`src/design/cif_pkg.sv`:
```
// shared types and constants of the cursor image formatter
package cif_pkg;

	localparam int CFG_DATA_W = 24;
	localparam int CFG_INDEX_W = 3;
	localparam int COL_W = 6;

	localparam logic [CFG_INDEX_W-1:0] REG_CURSOR_FORMAT = 3'd0;
	localparam logic [CFG_INDEX_W-1:0] REG_FG_COLOR_RGB = 3'd1;
	localparam logic [CFG_INDEX_W-1:0] REG_BG_COLOR_RGB = 3'd2;
	localparam logic [CFG_INDEX_W-1:0] REG_ARGB_WIDTH = 3'd3;
	localparam logic [CFG_INDEX_W-1:0] REG_MSB_FIRST = 3'd4;

	localparam logic [6:0] ARGB_WIDTH_RESET = 7'd64;
	localparam logic [4:0] MONO_LAST_IDX = 5'd31;

	typedef struct packed {
		logic        cursor_format;
		logic [23:0] fg_color_rgb;
		logic [23:0] bg_color_rgb;
		logic [6:0]  argb_width;
		logic        msb_first;
	} cfg_t;

	typedef struct packed {
		logic        mode;
		logic [31:0] source_word;
		logic [31:0] mask_word;
	} in_item_t;

	typedef struct packed {
		logic [31:0] pixel;
		logic        last;
	} out_item_t;

	// one unit of work for the back end
	typedef struct packed {
		logic             argb;
		logic [31:0]      img;
		logic [31:0]      mask;
		logic [31:0]      fg;
		logic [31:0]      bg;
		logic [COL_W-1:0] pad;
	} job_t;

endpackage

```
`src/design/cif_fifo.sv`:
```
// small register queue used between front and back and on the result side
module cif_fifo
	import cif_pkg::*;
#(
	parameter int WIDTH = 8,
	parameter int DEPTH = 2
) (
	input  logic             clk,
	input  logic             arst_n,
	input  logic             wr,
	input  logic [WIDTH-1:0] wr_data,
	output logic             full,
	input  logic             rd,
	output logic [WIDTH-1:0] rd_data,
	output logic             empty
);

	localparam int PW = (DEPTH > 1) ? $clog2(DEPTH) : 1;
	localparam int CW = $clog2(DEPTH + 1);

	logic [WIDTH-1:0] mem_q [DEPTH];
	logic [PW-1:0]    wr_ptr_q;
	logic [PW-1:0]    rd_ptr_q;
	logic [CW-1:0]    count_q;

	assign full = (count_q == CW'(DEPTH));
	assign empty = (count_q == '0);
	assign rd_data = mem_q[rd_ptr_q];

	always_ff @(posedge clk) begin
		if (wr) begin
			mem_q[wr_ptr_q] <= wr_data;
		end
	end

	always_ff @(posedge clk or negedge arst_n) begin
		if (!arst_n) begin
			wr_ptr_q <= '0;
			rd_ptr_q <= '0;
			count_q <= '0;
		end else begin
			if (wr) begin
				wr_ptr_q <= (wr_ptr_q == PW'(DEPTH - 1)) ? '0 : wr_ptr_q + 1'b1;
			end
			if (rd) begin
				rd_ptr_q <= (rd_ptr_q == PW'(DEPTH - 1)) ? '0 : rd_ptr_q + 1'b1;
			end
			case ({wr, rd})
				2'b10: count_q <= count_q + 1'b1;
				2'b01: count_q <= count_q - 1'b1;
				default: count_q <= count_q;
			endcase
		end
	end

	a_no_overflow: assert property (@(posedge clk) disable iff (!arst_n) wr |-> !full)
		else $error("queue written while full");
	a_no_underflow: assert property (@(posedge clk) disable iff (!arst_n) rd |-> !empty)
		else $error("queue read while empty");

endmodule

```
`src/design/cif_front.sv`:
```
// front end: takes items, converts colours, premultiplies argb and plans row padding
module cif_front
	import cif_pkg::*;
#(
	parameter int ROW_PITCH = 64
) (
	input  logic     clk,
	input  logic     arst_n,
	input  logic     push,
	input  in_item_t item,
	output logic     full,
	input  cfg_t     cfg,
	input  logic     job_full,
	output logic     job_wr,
	output job_t     job
);

	localparam logic [6:0] PITCH = 7'(ROW_PITCH);

	function automatic logic [31:0] colour_conv(input logic fmt, input logic [23:0] c);
		logic [31:0] res;
		if (fmt) begin
			res = {8'hff, c};
		end else begin
			res = {16'h0000, 1'b1, c[23:19], c[15:11], c[7:3]};
		end
		return res;
	endfunction

	// exact floor(x / 255) for any 16-bit x up to 65279
	function automatic logic [7:0] div255(input logic [15:0] x);
		logic [16:0] s;
		s = 17'(x) + 17'(x[15:8]) + 17'd1;
		return s[15:8];
	endfunction

	logic             accept;
	logic             s1_valid_q;
	logic             argb_s1;
	logic             msb_s1;
	logic [31:0]      src_s1;
	logic [31:0]      mask_s1;
	logic [31:0]      fg_s1;
	logic [31:0]      bg_s1;
	logic [COL_W-1:0] pad_s1;
	logic [15:0]      prod_r_s1;
	logic [15:0]      prod_g_s1;
	logic [15:0]      prod_b_s1;
	logic [COL_W-1:0] col_q;

	logic [6:0]       w_eff;
	logic [6:0]       col_inc;
	logic             row_end;
	logic [31:0]      premul_px;
	logic [31:0]      argb_px;

	assign full = s1_valid_q && job_full;
	assign accept = push && !full;
	assign job_wr = s1_valid_q && !job_full;

	// effective row width, column bookkeeping
	always_comb begin
		if (cfg.argb_width == 7'd0) begin
			w_eff = 7'd1;
		end else if (cfg.argb_width > PITCH) begin
			w_eff = PITCH;
		end else begin
			w_eff = cfg.argb_width;
		end
		col_inc = 7'(col_q) + 7'd1;
		row_end = (col_inc >= w_eff);
	end

	always_ff @(posedge clk or negedge arst_n) begin
		if (!arst_n) begin
			s1_valid_q <= 1'b0;
			col_q <= '0;
		end else begin
			if (accept) begin
				s1_valid_q <= 1'b1;
			end else if (job_wr) begin
				s1_valid_q <= 1'b0;
			end
			if (accept && item.mode) begin
				col_q <= row_end ? '0 : col_inc[COL_W-1:0];
			end
		end
	end

	always_ff @(posedge clk) begin
		if (accept) begin
			argb_s1 <= item.mode;
			msb_s1 <= cfg.msb_first;
			fg_s1 <= colour_conv(cfg.cursor_format, cfg.fg_color_rgb);
			bg_s1 <= colour_conv(cfg.cursor_format, cfg.bg_color_rgb);
			// mono words are reversed here so the back end always takes bit 0
			if (!item.mode && cfg.msb_first) begin
				src_s1 <= {<<{item.source_word}};
				mask_s1 <= {<<{item.mask_word}};
			end else begin
				src_s1 <= item.source_word;
				mask_s1 <= item.mask_word;
			end
			pad_s1 <= (item.mode && row_end) ? COL_W'(PITCH - col_inc) : '0;
			prod_r_s1 <= 16'(item.source_word[23:16]) * 16'(item.source_word[31:24]);
			prod_g_s1 <= 16'(item.source_word[15:8]) * 16'(item.source_word[31:24]);
			prod_b_s1 <= 16'(item.source_word[7:0]) * 16'(item.source_word[31:24]);
		end
	end

	always_comb begin
		if (src_s1[31:24] == 8'hff) begin
			premul_px = src_s1;
		end else begin
			premul_px = {src_s1[31:24], div255(prod_r_s1), div255(prod_g_s1),
				div255(prod_b_s1)};
		end
		argb_px = msb_s1 ? {<<8{premul_px}} : premul_px;

		job.argb = argb_s1;
		job.img = src_s1;
		job.mask = mask_s1;
		job.fg = argb_s1 ? argb_px : fg_s1;
		job.bg = bg_s1;
		job.pad = pad_s1;
	end

	a_row_wrap: assert property (@(posedge clk) disable iff (!arst_n)
		(accept && item.mode && row_end) |=> (col_q == '0))
		else $error("column not cleared at row end");

endmodule

```
`src/design/cif_back.sv`:
```
// back end: expands one job into its pixel sequence, one pixel a cycle unless the result queue is full
module cif_back
	import cif_pkg::*;
(
	input  logic      clk,
	input  logic      arst_n,
	input  logic      job_empty,
	input  job_t      job,
	output logic      job_rd,
	input  logic      res_full,
	output logic      res_wr,
	output out_item_t res
);

	logic             active_q;
	logic             argb_q;
	logic             first_q;
	logic [31:0]      img_q;
	logic [31:0]      mask_q;
	logic [31:0]      fg_q;
	logic [31:0]      bg_q;
	logic [4:0]       idx_q;
	logic [COL_W-1:0] pad_q;
	logic             done;

	assign res_wr = active_q && !res_full;
	assign done = res_wr && res.last;
	assign job_rd = !job_empty && (!active_q || done);

	always_comb begin
		if (argb_q) begin
			res.pixel = first_q ? fg_q : 32'h0;
			res.last = (pad_q == '0);
		end else begin
			res.pixel = mask_q[0] ? (img_q[0] ? fg_q : bg_q) : 32'h0;
			res.last = (idx_q == MONO_LAST_IDX);
		end
	end

	always_ff @(posedge clk or negedge arst_n) begin
		if (!arst_n) begin
			active_q <= 1'b0;
		end else if (job_rd) begin
			active_q <= 1'b1;
		end else if (done) begin
			active_q <= 1'b0;
		end
	end

	always_ff @(posedge clk) begin
		if (job_rd) begin
			argb_q <= job.argb;
			first_q <= 1'b1;
			img_q <= job.img;
			mask_q <= job.mask;
			fg_q <= job.fg;
			bg_q <= job.bg;
			idx_q <= '0;
			pad_q <= job.pad;
		end else if (res_wr) begin
			first_q <= 1'b0;
			img_q <= {1'b0, img_q[31:1]};
			mask_q <= {1'b0, mask_q[31:1]};
			idx_q <= idx_q + 5'd1;
			if (argb_q) begin
				pad_q <= pad_q - 1'b1;
			end
		end
	end

	a_idle_after_last: assert property (@(posedge clk) disable iff (!arst_n)
		(done && !job_rd) |=> !active_q)
		else $error("back end still busy after final pixel");

endmodule

```
`src/design/cursor_image_formatter_top.sv`:
```
// top level of the cursor image formatter: registers, front, job queue, back, result queue
//
//  channel   | ports                          | transaction
//  ----------+--------------------------------+-------------------------------------
//  items     | push, full, item               | push && !full at a rising edge
//  results   | pop, empty, result             | pop && !empty at a rising edge
//  registers | cfg_write, cfg_index, cfg_data | cfg_write at a rising edge
//
//  one result is made per cycle while the result queue has room: a mono item gives
//  32 results, an argb pixel one, or ROW_PITCH - column results when it closes a row;
//  the single result port sets this rate; on an idle block the first result passes the
//  front stage, the job queue, the back end registers and the result queue to the ports
//  the front end keeps taking items while the back end works, until the job queue fills
//  arst_n resets queues, column and registers at once; no clearing pass
module cursor_image_formatter_top
	import cif_pkg::*;
#(
	parameter int ROW_PITCH = 64,
	parameter int JOB_DEPTH = 2,
	parameter int RES_DEPTH = 2
) (
	input  logic                   clk,
	input  logic                   arst_n,
	// item side
	input  logic                   push,
	output logic                   full,
	input  in_item_t               item,
	// result side
	input  logic                   pop,
	output logic                   empty,
	output out_item_t              result,
	// register writes
	input  logic                   cfg_write,
	input  logic [CFG_INDEX_W-1:0] cfg_index,
	input  logic [CFG_DATA_W-1:0]  cfg_data
);

	cfg_t      cfg_q;
	logic      job_wr;
	logic      job_full;
	logic      job_rd;
	logic      job_empty;
	job_t      job_in;
	job_t      job_out;
	logic      res_wr;
	logic      res_full;
	out_item_t res_in;

	// register file; unknown indexes are dropped
	always_ff @(posedge clk or negedge arst_n) begin
		if (!arst_n) begin
			cfg_q.cursor_format <= 1'b0;
			cfg_q.fg_color_rgb <= '0;
			cfg_q.bg_color_rgb <= '0;
			cfg_q.argb_width <= ARGB_WIDTH_RESET;
			cfg_q.msb_first <= 1'b0;
		end else if (cfg_write) begin
			case (cfg_index)
				REG_CURSOR_FORMAT: cfg_q.cursor_format <= cfg_data[0];
				REG_FG_COLOR_RGB: cfg_q.fg_color_rgb <= cfg_data[23:0];
				REG_BG_COLOR_RGB: cfg_q.bg_color_rgb <= cfg_data[23:0];
				REG_ARGB_WIDTH: cfg_q.argb_width <= cfg_data[6:0];
				REG_MSB_FIRST: cfg_q.msb_first <= cfg_data[0];
				default: cfg_q <= cfg_q;
			endcase
		end
	end

	// front: classify, colour conversion, premultiply, row padding plan
	cif_front #(
		.ROW_PITCH(ROW_PITCH)
	) u_front (
		.clk(clk),
		.arst_n(arst_n),
		.push(push),
		.item(item),
		.full(full),
		.cfg(cfg_q),
		.job_full(job_full),
		.job_wr(job_wr),
		.job(job_in)
	);

	// short job queue decouples the two halves
	cif_fifo #(
		.WIDTH($bits(job_t)),
		.DEPTH(JOB_DEPTH)
	) u_job_q (
		.clk(clk),
		.arst_n(arst_n),
		.wr(job_wr),
		.wr_data(job_in),
		.full(job_full),
		.rd(job_rd),
		.rd_data(job_out),
		.empty(job_empty)
	);

	// back: pixel sequencer
	cif_back u_back (
		.clk(clk),
		.arst_n(arst_n),
		.job_empty(job_empty),
		.job(job_out),
		.job_rd(job_rd),
		.res_full(res_full),
		.res_wr(res_wr),
		.res(res_in)
	);

	// result queue, so a stalled consumer holds up the sequencer only once the queue is full
	cif_fifo #(
		.WIDTH($bits(out_item_t)),
		.DEPTH(RES_DEPTH)
	) u_res_q (
		.clk(clk),
		.arst_n(arst_n),
		.wr(res_wr),
		.wr_data(res_in),
		.full(res_full),
		.rd(pop && !empty),
		.rd_data(result),
		.empty(empty)
	);

endmodule
```
`config.mk`:
```
export PLATFORM = sky130hd
export DESIGN_NAME = cursor_image_formatter_top
export DESIGN_NICKNAME = d
export VERILOG_FILES = /design/src/design/cif_pkg.sv /design/src/design/cif_fifo.sv /design/src/design/cif_front.sv /design/src/design/cif_back.sv /design/src/design/cursor_image_formatter_top.sv
export SDC_FILE = /design/constraint.sdc
export NUM_CORES = 1
export LEC_CHECK = 0
export ABC_AREA = 1
export BUFFER_PORTS_ARGS = -buffer_cell sky130_fd_sc_hd__buf_2
export CAP_MARGIN = 10
export CORE_MARGIN = 3
export CORE_UTILIZATION = 57
export CTS_CLUSTER_SIZE = 16
export DETAILED_ROUTE_END_ITERATION = 7
export GPL_TIMING_DRIVEN = 0
export PLACE_DENSITY = 0.74
export SYNTH_ARGS = -nofsm -noshare
export SYNTH_HDL_FRONTEND = slang
export SYNTH_SLANG_ARGS = --single-unit
```
`constraint.sdc`:
```
create_clock -name clk -period 7.8 [get_ports clk]
set_input_delay 0.39 -clock clk [delete_from_list [all_inputs] [get_ports clk]]
set_output_delay 0.39 -clock clk [all_outputs]
set_load 0.01 [all_outputs]
```
-- After elaboration in Yosys (flattened, before gate mapping)
Memories as Yosys holds them, arrays and structs flattened.
Cells that the tools add are included.
- RAM bits: 336
- bits in registers: 398
- output and inout bits: 35
- input bits: 97
- memories: 2
- muxes and demuxes: 35
- magnitude comparators: 2
- $add $sub $neg: 18
- reduce and logical (&&, ||, !) cells: 35
- $mul: 3
- equality and inequality tests: 12
- memory list (memory ; depth ; bits a word ; read ports ; clocked after Yosys merged registers in ; wr ports ; RTL line ; source):
    u_job_q.mem_q ; 2 ; 135 ; 1 ; 0 ; 1 ; cif_fifo.sv:21 ; logic [WIDTH-1:0] mem_q [DEPTH];
    u_res_q.mem_q ; 2 ; 33 ; 1 ; 0 ; 1 ; cif_fifo.sv:21 ;
- operators by type and width (kind ; count):
    2-to-1 mux 32 bit ; 13
    adder 16 x 1 -> 16 bit, second input constant ; 3
    adder 16 x 8 -> 16 bit ; 3
    multiplier 8 x 8 -> 16 bit ; 3
    2-to-1 mux 33 bit ; 1
    2-to-1 mux 24 bit ; 1
    2-to-1 mux 6 bit ; 4
    2-to-1 mux 7 bit ; 2
    2-to-1 mux 1 bit ; 12
    AND reduction 2 bit ; 6
    nonzero test 2 bit ; 6
    logical AND 1 bit ; 10
    == test 2 bit, second input constant ; 4
    == test 8 bit, second input constant ; 1
    one-hot mux 2 bit (2 select lines) ; 2
    adder 6 x 1 -> 7 bit, second input constant ; 1
    >= comparator 7 bit ; 1
    > comparator 7 bit, second input constant ; 1
    zero test 1 bit ; 7
    zero test 7 bit ; 1
    == test 3 x 2 -> 1 bit, second input constant ; 2
    zero test 6 bit ; 1
    subtractor 1 x 6 -> 6 bit, first input constant ; 1
    subtractor 6 x 1 -> 6 bit, second input constant ; 1
    11 further kinds ; 18

-- Depth between registers and ports, before layout
- word-level depth: 8
- depth in mapped cells: 20

-- Modules after synthesis
Synthesis repeated with hierarchy kept, for this count alone.
- cells, all modules: 3811
- area, all modules: 37683.6 µm²
- modules (own cells, without submodules) (module ; area an instance (µm²) ; times used ; cells each ; sequential area each (µm²)):
    cif_front ; 16269.4 ; 1 ; 2085 ; 5250.0
    cif_fifo at u_job_q ; 10435.0 ; 1 ; 729 ; 8207.9
    cif_back ; 5973.2 ; 1 ; 539 ; 4199.0
    cif_fifo at u_res_q ; 2655.0 ; 1 ; 196 ; 2082.0
    cursor_image_formatter_top ; 2351.0 ; 1 ; 262 ; 1427.6

-- Worst setup path after synthesis
Ideal clock, no wire load.
- path type: reg-to-reg
- from: register u_job_q.count_q[1]
- to: memory u_job_q.mem_q[0][0] (netlist name) (enable)
- path slack: 1.197 ns
- library setup time: 0.617 ns
- stages on the path, launching flop included: 4
- arrival: 5.985 ns
- path buffers: 0
- period minus slack after synthesis: 6.603 ns
- path through: dfrtp_1 -> inv_1 -> o21ai_0 -> nor2_1
- word-level cells in the longest chain between the ends: 5
- RTL lines (item ; RTL line ; source):
    start, declared ; cif_fifo.sv:24 ; logic [CW-1:0] count_q;
    start signal, assigned ; cif_fifo.sv:49 ; 2'b10: count_q <= count_q + 1'b1;
    start signal, assigned ; cif_fifo.sv:50 ; 2'b01: count_q <= count_q - 1'b1;
    start signal, assigned ; cif_fifo.sv:51 ; default: count_q <= count_q;
    == test 2 bit ; cif_fifo.sv:26 ; assign full = (count_q == CW'(DEPTH));
    zero test 1 bit ; cif_front.sv:59 ; assign job_wr = s1_valid_q && !job_full;
    logical AND 1 bit ; cif_front.sv:59 ;
    2-to-1 mux 1 bit ; cif_fifo.sv:31 ; if (wr) begin
    2-to-1 mux 1 bit (implied by the code) ; cif_fifo.sv:32 ; mem_q[wr_ptr_q] <= wr_data;
    end, declared ; cif_fifo.sv:21 ;
No other way between the ends.

-- Worst setup path after layout
- from: input port item[59] (netlist name)
- to: register u_front.prod_r_s1[15], data pin
- word-level cells in the longest chain between the ends: 1
- RTL lines (item ; RTL line ; source):
    start, declared ; cursor_image_formatter_top.sv:27 ; input in_item_t item,
    multiplier 8 x 8 -> 16 bit ; cif_front.sv:105 ; prod_r_s1 <= 16'(item.source_word[23:16]) * 16'(item.source_word[31:24]);
    end signal, assigned ; cif_front.sv:105 ;
    end, declared ; cif_front.sv:46 ; logic [15:0] prod_r_s1;
No other way between the ends.
A chain may end at the register's enable or synchronous reset.

==> results.cfg <==
[status]
status = complete, no violations

[final_layout]
area_growth_pct = 12.3
drive_gt1_share_pct = 7.13
final_util_pct = 65.3
final_common_cell = nand2_1
nets = 4031
n_antenna_cell = 0
final_cell_mix = nand2_1 (1,086), edfxtp_1 (619), inv_1 (518)

[die]
dieArea_mm2 = 0.0652
row_count = 90
die_h_um = 255
pin_count = 132
die_w_um = 255
start_util_pct = 58.1
coreArea_mm2 = 0.0609

[power_and_ir_drop]
p_leak_uw = 0.0183
p_per_area_mw_per_mm2 = 382
ir_drop_mv = 0.182
p_total_uw = 15200

[synth]
synthArstFlopShare_pct = 10.5
syn_area_per_cell_um2 = 10.1
synth_cells = 3495
synth_edf_count = 619
synth_seq_cells = 698
seq_area_frac_synth_pct = 58.0
synthFlopType = edfxtp_1
yosysWarnings = 0
ys_types = 43
synth_nets = 3842
syn_area_mm2 = 0.0354

[timing]
final.setup.tns_ns = 0
rsz0062_at_grt = no
max_freq_mhz = 200
slew_headroom_pct = 37.5
timing.final.crit_share_pct = 64.0
hold_viol = 0
clock_skew_ns = 0.0191
setup_slack_ns = 2.81
whs_ns = 0.0448
period_minus_slack_ns = 4.99
worst_pin_slew_ns = 0.937
finalSetupViolCount = 0
drv_slew = 0

[detailed_routing]
route.detailed.drc = 0
via_per_inst = 5.34
routed_wl_um = 80500
drt_pass1_iterations = 6
ant_nets = 0
vias = 24400
avgRoutedWirePerCell_um = 17.6
drt_iter0_markers = 1996

[critical_path]
cp_slowest_cell = clkbuf_1
required_ns = 8.16
critPathMaxFanout = 10
r2r_cells = 16
rr_endpoint = u_job_q.count_q[1]
worst-path-buf-inv = 5
critical_path_class = input port to flip-flop
crit_path_frequent_cell = fa_1
slowest_delay_ns = 0.71
r2r_start = u_back.idx_q[0]
end_kind = flip-flop
r2r_setup_slack_ns = 4.44
start_kind = input port
path_cells = clkbuf_1 > clkbuf_1 > nand2_1 > inv_1 > fa_1 > inv_1 > fa_1 > fa_1 > fa_1 > inv_1 > ha_1 > nand2_1 > o21ai_0 > nor2_1 > o21ai_0 > nand3_1 > nand2_1 > xor2_1
critical-path-top-delay-family = adder cells
arrival_ns = 5.35

[placed_design]
numPortBuffers = 99
dpl_worst_slack_ns = 2.33
globalplace.congestion = 0.905
dp_hpwl_um = 58800

[hold_path]
hp-start = item[64]
holdCritPathClass = input port to flip-flop
min_path_cells = 1
holdPathEnd = u_front.argb_s1

[clock_network]
post_cts.repair.setup_buffers = 0
numCtsBuffers = 73
clockBufferDepth = 3
clock-sinks = 698
clk_latency_ns = 0.60
htreeDepth = 3
cts_tree = yes
root_buffer = clkbuf_16
ctsHoldBuffers = 1
ctsResizeCount = 0
path_clk_slew_ns = 0.06

[flow_run]
max-cap-violations = 0

[grt]
grt_usage_pct = 25.4
first_global_vias = 23900
grt_pass1_wl_um = 127000
gr-total-overflow = 0
antenna_found_initial = 0
grt_max_degree = 116
==> area by class of cell <==
class | count | area [um2]
buffer | 159 | 639
clock buffer | 85 | 1940
clock inverter | 49 | 522
multi-input combinational | 2113 | 12300
tap | 828 | 1040
inverter | 525 | 1980
sequential | 698 | 20500
timing repair buffer | 114 | 833
fill | 4680 | 21100
==> Yosys cell counts (17+ instances only) <==
cell type,instances,area share (%)
a21oi_1,103,1.5
a31oi_1,65,1.1
a32o_1,24,0.68
buf_1,17,0.18
clkbuf_1,122,1.3
dfrtp_1,72,5.1
edfxtp_1,619,52
fa_1,108,6.1
ha_1,142,5.0
inv_1,519,5.5
nand2_1,1087,12
nand3_1,144,2.0
nor2_1,163,1.7
o21ai_0,138,2.0
xnor2_1,18,0.45
xor2_1,36,0.89
==> layer usage <==
metal / up-vias / part of all wire, % / GRT usage (%)
li1: 11800 / - / -
met1: 11600 / 41 / 34.3
met2: 827 / 48 / 42.3
met3: 190 / 6.8 / 3.55
met4: 0 / 3.6 / 9.79
met5: - / 0 / 0
==> power breakdown <==
part           total [uW]  leakage, uW  switching (uW)  internal (uW)
registers            6460      0.00689             515           5940
logic                5240       0.0102            3540           1700
clock network        3500      0.00120            1410           2090
total               15200       0.0183            5460           9740
==> flip-flops by register name, indices dropped and copies added (netlist names), 24 cells and up <==
register,flops
u_front.fg_s1,24
u_res_q.mem_q,66
u_back.mask_q,32
u_back.img_q,32
u_job_q.mem_q,256
u_back.fg_q,32
u_front.bg_s1,25
cfg_q,57
u_front.src_s1,32
u_front.mask_s1,32
u_back.bg_q,25
==> cells by family (layout without fill, tap and decap cells) <==
| kind of cell | after synthesis | in the layout | synth area share (%) |
|---|---|---|---|
| XOR/XNOR | 54 | 54 | 1.34 |
| AO/OA/AOI/OAI | 360 | 360 | 5.91 |
| flip-flops | 698 | 698 | 58.0 |
| AND/OR/NAND/NOR | 1449 | 1449 | 16.3 |
| buffers and inverters | 684 | 932 | 7.38 |
| adder cells (fa/ha/maj) | 250 | 250 | 11.1 |
==> worst max path at each step <==
| stage | slack, ns | depth (start not counted) | startpoint | end |
|---|---|---|---|---|
| after floorplan | 1.20 | 3 | u_job_q.count_q[1] | u_job_q.mem_q[0][0] |
| after global placement | -2.04 | 2 | u_job_q.count_q[0] | u_job_q.mem_q[1][20] |
| after detailed placement | 2.33 | 18 | item[59] | u_front.prod_r_s1[15] |
| after CTS | 2.94 | 18 | item[59] | u_front.prod_r_s1[15] |
| after global routing | 2.58 | 18 | item[59] | u_front.prod_r_s1[15] |
| final | 2.81 | 18 | item[59] | u_front.prod_r_s1[15] |
==> metrics by stage <==
stage	cell area (um2)	std cells
global placement	36900	4422
floorplan	35400	3495
global route	39800	4571
finish	39800	4571
CTS	39800	4571
detailed placement	37300	4436
Power figures use the tool's default switching activity.
